## src/hw/rtl/ufjq_pkg.sv

```systemverilog
// Shared types and constants for the urgent-first job queue.
// No dependencies; imported by the queue top level and its checker.
package ufjq_pkg;

	// Default number of queue entries
	localparam int DEF_QUEUE_DEPTH = 16;

	// Field widths
	localparam int DOC_W     = 31;
	localparam int ID_W      = 37;
	localparam int PRI_W     = 8;
	localparam int FILL_W    = 5;
	localparam int STATUS_W  = 2;
	localparam int S_TDATA_W = 80;
	localparam int M_TDATA_W = 88;

	// Priority value that marks an urgent job
	localparam logic [PRI_W-1:0] URGENT_PRIORITY = 8'd1;

	// Result status codes
	typedef enum logic [STATUS_W-1:0] {
		ST_INSERTED = 2'd0,
		ST_SERVED   = 2'd1,
		ST_EMPTY    = 2'd2,
		ST_FULL     = 2'd3
	} status_t;

	// One queue entry
	typedef struct packed {
		logic [PRI_W-1:0] pri;
		logic [ID_W-1:0]  id;
		logic [DOC_W-1:0] doc;
	} job_t;

endpackage

```

## src/hw/rtl/urgent_first_job_queue.sv

```systemverilog
// Urgent-first job queue: ordered entry memory plus a small sequencer that
// scans for the newest urgent job (else the oldest) and closes the gap after removal.
// Depends on ufjq_pkg.
//
//  channel  | dir | tdata (low bit up)                          | tuser
//  ---------+-----+---------------------------------------------+--------------
//  s_axis   | in  | doc_number, id_code, priority_req, pad      | mode
//  m_axis   | out | served_doc, served_id, served_priority,     | status
//           |     | served_urgent, fill_level, pad              |
//
// An insert, a full drop or an empty serve goes from IDLE through DONE into
// the output register. A serve scans the entries from the newest down to the
// picked one, then shifts the entries above it one slot down, then passes
// through DONE; the single read and single write port of the entry memory
// make the scan and the shift go entry by entry. One request is in work at a
// time.
// The entry memory needs no clearing after reset; the job count (count_q) resets to zero.
// A finished result waits in the output register while the next request
// is taken.
module urgent_first_job_queue #(
	parameter int QUEUE_DEPTH = ufjq_pkg::DEF_QUEUE_DEPTH
) (
	input  logic                           clk,
	input  logic                           arst_n,
	input  logic                           s_axis_tvalid,
	output logic                           s_axis_tready,
	// [30:0] doc_number, [67:31] id_code, [75:68] priority_req, [79:76] zero
	input  logic [ufjq_pkg::S_TDATA_W-1:0] s_axis_tdata,
	// [0] mode
	input  logic                           s_axis_tuser,
	output logic                           m_axis_tvalid,
	input  logic                           m_axis_tready,
	// [30:0] served_doc, [67:31] served_id, [75:68] served_priority,
	// [76] served_urgent, [81:77] fill_level, [87:82] zero
	output logic [ufjq_pkg::M_TDATA_W-1:0] m_axis_tdata,
	// [1:0] status
	output logic [ufjq_pkg::STATUS_W-1:0]  m_axis_tuser
);
	import ufjq_pkg::*;

	localparam int AW = $clog2(QUEUE_DEPTH);
	localparam int CW = $clog2(QUEUE_DEPTH + 1);
	localparam int XW = AW + 1;
	localparam int FW = (CW > FILL_W) ? CW : FILL_W;
	localparam int PAD_W = M_TDATA_W - (DOC_W + ID_W + PRI_W + 1 + FILL_W);

	typedef enum logic [1:0] {
		IDLE,
		SCAN,
		SHIFT,
		DONE
	} state_t;

	state_t          state_q;
	logic [CW-1:0]   count_q;
	logic [AW-1:0]   scan_idx_q;
	logic            scan_run_q;
	logic            chk_vld_s1;
	logic [AW-1:0]   chk_idx_s1;
	logic [AW-1:0]   sh_idx_q;
	logic            wr_vld_s1;
	logic [AW-1:0]   wr_idx_s1;
	job_t            rdata_q;
	status_t         res_status_q;
	job_t            res_job_q;
	logic            res_urg_q;
	logic            m_vld_q;
	logic [M_TDATA_W-1:0] m_data_q;
	logic [STATUS_W-1:0]  m_user_q;

	job_t            mem [QUEUE_DEPTH];

	job_t            job_in;
	logic            accept;
	logic            is_full;
	logic            sh_more;
	logic [CW-1:0]   cnt_m1;
	logic [AW-1:0]   rd_addr;
	logic            we;
	logic [AW-1:0]   waddr;
	job_t            wdata;
	logic            pick_hit;
	logic [FW-1:0]   fill_ext;

	// Request unpacking and handshake
	assign job_in.doc    = s_axis_tdata[DOC_W-1:0];
	assign job_in.id     = s_axis_tdata[DOC_W+ID_W-1:DOC_W];
	assign job_in.pri    = s_axis_tdata[DOC_W+ID_W+PRI_W-1:DOC_W+ID_W];
	assign s_axis_tready = (state_q == IDLE);
	assign accept        = s_axis_tvalid && s_axis_tready;
	assign is_full       = (count_q == CW'(QUEUE_DEPTH));
	assign cnt_m1        = count_q - CW'(1);

	// More entries above the gap to move down
	assign sh_more = (XW'(sh_idx_q) + XW'(1)) < XW'(count_q);

	// Scan stops at the newest urgent entry or at the oldest one
	assign pick_hit = chk_vld_s1 &&
		((rdata_q.pri == URGENT_PRIORITY) || (chk_idx_s1 == '0));

	// Memory port selection
	always_comb begin
		rd_addr = (state_q == SHIFT) ? (sh_idx_q + AW'(1)) : scan_idx_q;
		we      = wr_vld_s1 || (accept && !s_axis_tuser && !is_full);
		waddr   = wr_vld_s1 ? wr_idx_s1 : count_q[AW-1:0];
		wdata   = wr_vld_s1 ? rdata_q : job_in;
	end

	// Entry memory, one write and one registered read per cycle
	always_ff @(posedge clk) begin
		if (we) begin
			mem[waddr] <= wdata;
		end
		rdata_q <= mem[rd_addr];
	end

	assign fill_ext = FW'(count_q);

	// Sequencer and output register
	always_ff @(posedge clk or negedge arst_n) begin
		if (!arst_n) begin
			state_q      <= IDLE;
			count_q      <= '0;
			scan_idx_q   <= '0;
			scan_run_q   <= 1'b0;
			chk_vld_s1   <= 1'b0;
			chk_idx_s1   <= '0;
			sh_idx_q     <= '0;
			wr_vld_s1    <= 1'b0;
			wr_idx_s1    <= '0;
			res_status_q <= ST_INSERTED;
			res_job_q    <= '0;
			res_urg_q    <= 1'b0;
			m_vld_q      <= 1'b0;
			m_data_q     <= '0;
			m_user_q     <= '0;
		end else begin
			// DONE reloads the output register itself
			if (m_vld_q && m_axis_tready && (state_q != DONE)) begin
				m_vld_q <= 1'b0;
			end
			case (state_q)
				IDLE: begin
					chk_vld_s1 <= 1'b0;
					wr_vld_s1  <= 1'b0;
					if (accept) begin
						res_job_q <= '0;
						res_urg_q <= 1'b0;
						if (!s_axis_tuser) begin
							state_q <= DONE;
							if (is_full) begin
								res_status_q <= ST_FULL;
							end else begin
								res_status_q <= ST_INSERTED;
								count_q      <= count_q + CW'(1);
							end
						end else if (count_q == '0) begin
							res_status_q <= ST_EMPTY;
							state_q      <= DONE;
						end else begin
							scan_idx_q <= cnt_m1[AW-1:0];
							scan_run_q <= 1'b1;
							state_q    <= SCAN;
						end
					end
				end
				SCAN: begin
					// issue reads newest first, check each one in the cycle after its read
					if (pick_hit) begin
						res_status_q <= ST_SERVED;
						res_job_q    <= rdata_q;
						res_urg_q    <= (rdata_q.pri == URGENT_PRIORITY);
						sh_idx_q     <= chk_idx_s1;
						scan_run_q   <= 1'b0;
						chk_vld_s1   <= 1'b0;
						wr_vld_s1    <= 1'b0;
						state_q      <= SHIFT;
					end else begin
						chk_vld_s1 <= scan_run_q;
						chk_idx_s1 <= scan_idx_q;
						if (scan_run_q) begin
							if (scan_idx_q == '0) begin
								scan_run_q <= 1'b0;
							end else begin
								scan_idx_q <= scan_idx_q - AW'(1);
							end
						end
					end
				end
				SHIFT: begin
					// read entry above, write it one slot down next cycle
					wr_vld_s1 <= sh_more;
					wr_idx_s1 <= sh_idx_q;
					if (sh_more) begin
						sh_idx_q <= sh_idx_q + AW'(1);
					end else if (!wr_vld_s1) begin
						count_q <= cnt_m1;
						state_q <= DONE;
					end
				end
				DONE: begin
					if (!m_vld_q || m_axis_tready) begin
						m_vld_q  <= 1'b1;
						m_user_q <= res_status_q;
						m_data_q <= {PAD_W'(0), fill_ext[FILL_W-1:0], res_urg_q,
							res_job_q.pri, res_job_q.id, res_job_q.doc};
						state_q  <= IDLE;
					end
				end
				default: begin
					state_q <= IDLE;
				end
			endcase
		end
	end

	assign m_axis_tvalid = m_vld_q;
	assign m_axis_tdata  = m_data_q;
	assign m_axis_tuser  = m_user_q;

endmodule

```

## config.mk

```make
export PLATFORM = sky130hd
export DESIGN_NAME = urgent_first_job_queue
export DESIGN_NICKNAME = d
export VERILOG_FILES = /design/src/hw/rtl/ufjq_pkg.sv /design/src/hw/rtl/urgent_first_job_queue.sv
export SDC_FILE = /design/constraint.sdc
export NUM_CORES = 1
export LEC_CHECK = 0
export ABC_AREA = 1
export BUFFER_PORTS_ARGS = -buffer_cell sky130_fd_sc_hd__buf_4
export CORE_MARGIN = 1.5
export CORE_UTILIZATION = 45
export CTS_CLUSTER_DIAMETER = 80
export CTS_CLUSTER_SIZE = 14
export DETAILED_ROUTE_END_ITERATION = 10
export SYNTH_ARGS = -nofsm -noshare
export SYNTH_HDL_FRONTEND = slang
export SYNTH_SLANG_ARGS = --single-unit
```

## constraint.sdc

```tcl
create_clock -name clk -period 13.6 [get_ports clk]
set_input_delay 1.36 -clock clk [delete_from_list [all_inputs] [get_ports clk]]
set_output_delay 1.36 -clock clk [all_outputs]
set_load 0.02 [all_outputs]
```

==> results.md <==
* Status: finished clean
* Total Routed Length at 161000 µm
* Vert. Die Dim at 372 µm
* Post-Syn Instances at 5656
* CP max FO at 88
* CTS max path bufs at 3
* Die width at 372 µm
* Nets@finish at 5739
* Final setup viols at 0
* Sequential area share after synthesis at 0.700
* Final hold viol count at 0
* First-pass GRT wire length at 242000 µm
* Met2 wire len at 76100 µm
* Max-cap viol count at 0
* Final Instance Area at 67200 µm²
* # DRC at 0
* Via density per instance at 5.44
* Pwr dens at 245 nW/µm²
* Synth Cell Area at 61200 µm²
* Commonest non-fill, non-tap cell in the layout: nand2_1
* Syn_area_per_cell at 10.8 µm²
* Layout area overhead at 9.84%
* Critical path class: reg -> reg
* Min-Delay Path Class: reg -> reg
* Highest-count cells in the layout ignoring fill and taps: nand2_1 (2374), edfxtp_1 (1216), nand3_1 (1091), buf_4 (241), dfrtp_1 (189)
* Clk_skew at 0.0541 ns
* RSZ-0062 raised after global routing: false
* Yosys Warn Count at 0
* Period minus WS final at 5.71 ns
* Crit share post-route at 0.420
* FMAX at 0.175 GHz
* TNS Setup at 0 ns
* Dpl cell area at 63700 µm²
* Boundary Pins at 177
* Critical path arrival at 6.39 ns
* DPL Wire Length at 76000 µm
* Post-CTS setup buffers at 0
* DR pass1 iterations at 6
* Largest net degree at the start of global routing at 177
* Routed len/inst at 21.4 µm
* Met1 Wirelength at 70700 µm
* Critical Path RT at 14.28 ns
* IR drop worst, VDD at 0.000198 V
* Core area at 135000 µm²
* Startpoint types: register
* H-Tree Level Count at 3
* Congestion Overflow GR at 0
* Vias in the first global route at 38600
* Initial antenna violation count at 0
* Share of layout cells above drive strength 1 at 0.0841
* Top sig layer: met4
* Final slew viol count at 0
* Die Footprint at 138000 µm²
* CTS tree: done
* Port bufs at 166
* Floorplan row count at 135
* Post_cts resized at 0
* Count of cell types in the netlist at 32
* Hold_buf cts at 0
* CTS buffer count at 117
* Ant. Diodes at 0
* Starting Density at 0.453
* Met3 wire length at 10900 µm
* Clk_lat worst skew at 0.76 ns
* Starting DRC count in detailed routing at 3930
* Total number of vias at 40900
* Root buf cell: clkbuf_16
* Crit path capture type: register
* TritonCTS Sinks at 1482
* Measured slew at the worst slew-check pin at 1.24 ns
* Seq cells post-synth at 1482
* Clock slew at reported path FFs at 0.07 ns
* Leakage at 26.9 nW
* Routability congestion estimate at 0.769
* GRT Util Overall at 0.232
* Relative slew slack at 0.167
* Routed Antenna Nets at 0
-- report_power, final --
part,total (mW),switching (mW),internal [mW]
sequential,6.32,0.340,5.98
clock,3.25,1.57,1.68
combinational,6.89,5.00,1.89
total,16.5,6.91,9.55
-- registers in the layout, summed over array words and instances (netlist names) --
name	cells
chk_vld_s1	1
res_job_q	76
wr_vld_s1	1
res_status_q	2
scan_idx_q	4
mem	1216
m_axis_tvalid	1
res_urg_q	1
chk_idx_s1	4
count_q	5
m_axis_tuser	2
scan_run_q	1
sh_idx_q	4
state_q	2
m_axis_tdata	82
wr_idx_s1	4
rdata_q	76
-- logic make-up (layout without fill, tap and decap cells) --
group / after synthesis / after routing / synth area share
buffers and inverters: 431 / 515 / 0.0324
muxes: 80 / 80 / 0.0147
other: 1 / 6 / 0.0000613
xor gates and xnor gates: 5 / 5 / 0.000716
and+or+nand+nor: 3518 / 3518 / 0.239
DFF: 1482 / 1482 / 0.700
AOI/OAI and AO/OA: 127 / 127 / 0.0108
adders and majority gates: 12 / 12 / 0.00246
-- layer usage --
| metal | vias to the layer above | GRT usage |
|---|---|---|
| met5 | - | 0 |
| met4 | 0 | 0.0604 |
| met3 | 197 | 0.0286 |
| met2 | 1353 | 0.382 |
| met1 | 20100 | 0.326 |
| li1 | 19300 | - |
-- critical path, stage by stage, from the launching register on --
cell	delay (ns)
dfrtp_1	0.45
inv_1	0.09
ha_1	0.20
buf_4	0.24
nand2_8	0.33
buf_4	0.77
buf_4	0.88
buf_4	0.81
buf_4	0.92
nand3_1	0.16
nand2_1	0.11
nand2_1	0.05
nand3_1	0.12
nand3_1	0.13
nand2_1	0.15
-- cell type report --
class,count,area (µm²)
multi-input combinational,3748,16600
tap,1781,2230
clock inverter,8,109
timing repair buffer,244,1860
fill,12100,68000
sequential,1482,42800
inverter,49,199
clock buffer,214,3360
-- final timing paths --
kind	from	endpoint	slack (ns)	cells after the start
max in group asynchronous	arst_n	res_job_q[49]	11.42	3
min in group asynchronous	arst_n	count_q[0]	0.53	1
hold / removal	rdata_q[51]	res_job_q[51]	0.46	2
setup / recovery	state_q[0]	rdata_q[30]	7.89	14
hold reg to reg	rdata_q[51]	res_job_q[51]	0.46	2
setup reg to reg	state_q[0]	rdata_q[30]	7.89	14
-- Yosys cell counts --
| master | instances | area share |
|---|---|---|
| xor2_1 | 4 | 0.00057 |
| nand2_2 | 3 | 0.00031 |
| inv_2 | 3 | 0.00018 |
| buf_4 | 11 | 0.0014 |
| buf_6 | 4 | 0.00074 |
| buf_1 | 34 | 0.0021 |
| o21ai_2 | 2 | 0.00029 |
| a31oi_2 | 1 | 0.00020 |
| edfxtp_1 | 1216 | 0.60 |
| xnor2_1 | 1 | 0.00014 |
| o21ai_1 | 60 | 0.0049 |
| dfxtp_1 | 76 | 0.025 |
| conb_1 | 1 | 0.000061 |
| clkbuf_1 | 103 | 0.0063 |
| ha_1 | 12 | 0.0025 |
| nand2_1 | 2375 | 0.15 |
| nand3_1 | 1091 | 0.089 |
| inv_1 | 45 | 0.0028 |
| o211ai_1 | 2 | 0.00025 |
| inv_4 | 1 | 0.00010 |
| nand2_4 | 2 | 0.00037 |
| and2_1 | 1 | 0.00010 |
| nand4_1 | 10 | 0.0010 |
| o21ai_0 | 52 | 0.0043 |
| buf_2 | 230 | 0.019 |
| mux2i_1 | 1 | 0.00016 |
| o21a_1 | 2 | 0.00025 |
| and3_1 | 1 | 0.00010 |
| a21oi_1 | 8 | 0.00065 |
| mux2_2 | 79 | 0.015 |
| nor2_1 | 35 | 0.0021 |
| dfrtp_1 | 190 | 0.078 |
-- per-stage QoR --
step	total power [mW]	hold WS, ns	utilization	setup slack (ns)	std cells
floorplan	11.2	0.438	-	8.03	5661
global placement	13.2	0.451	0.471	7.90	7304
detailed placement	13.3	0.454	0.471	7.91	7304
CTS	16.5	0.463	0.497	7.89	7526
global route	17.6	0.478	0.497	7.49	7526
finish	16.5	0.459	0.497	7.89	7526
Note: power is estimated with default switching activity, not from simulation.
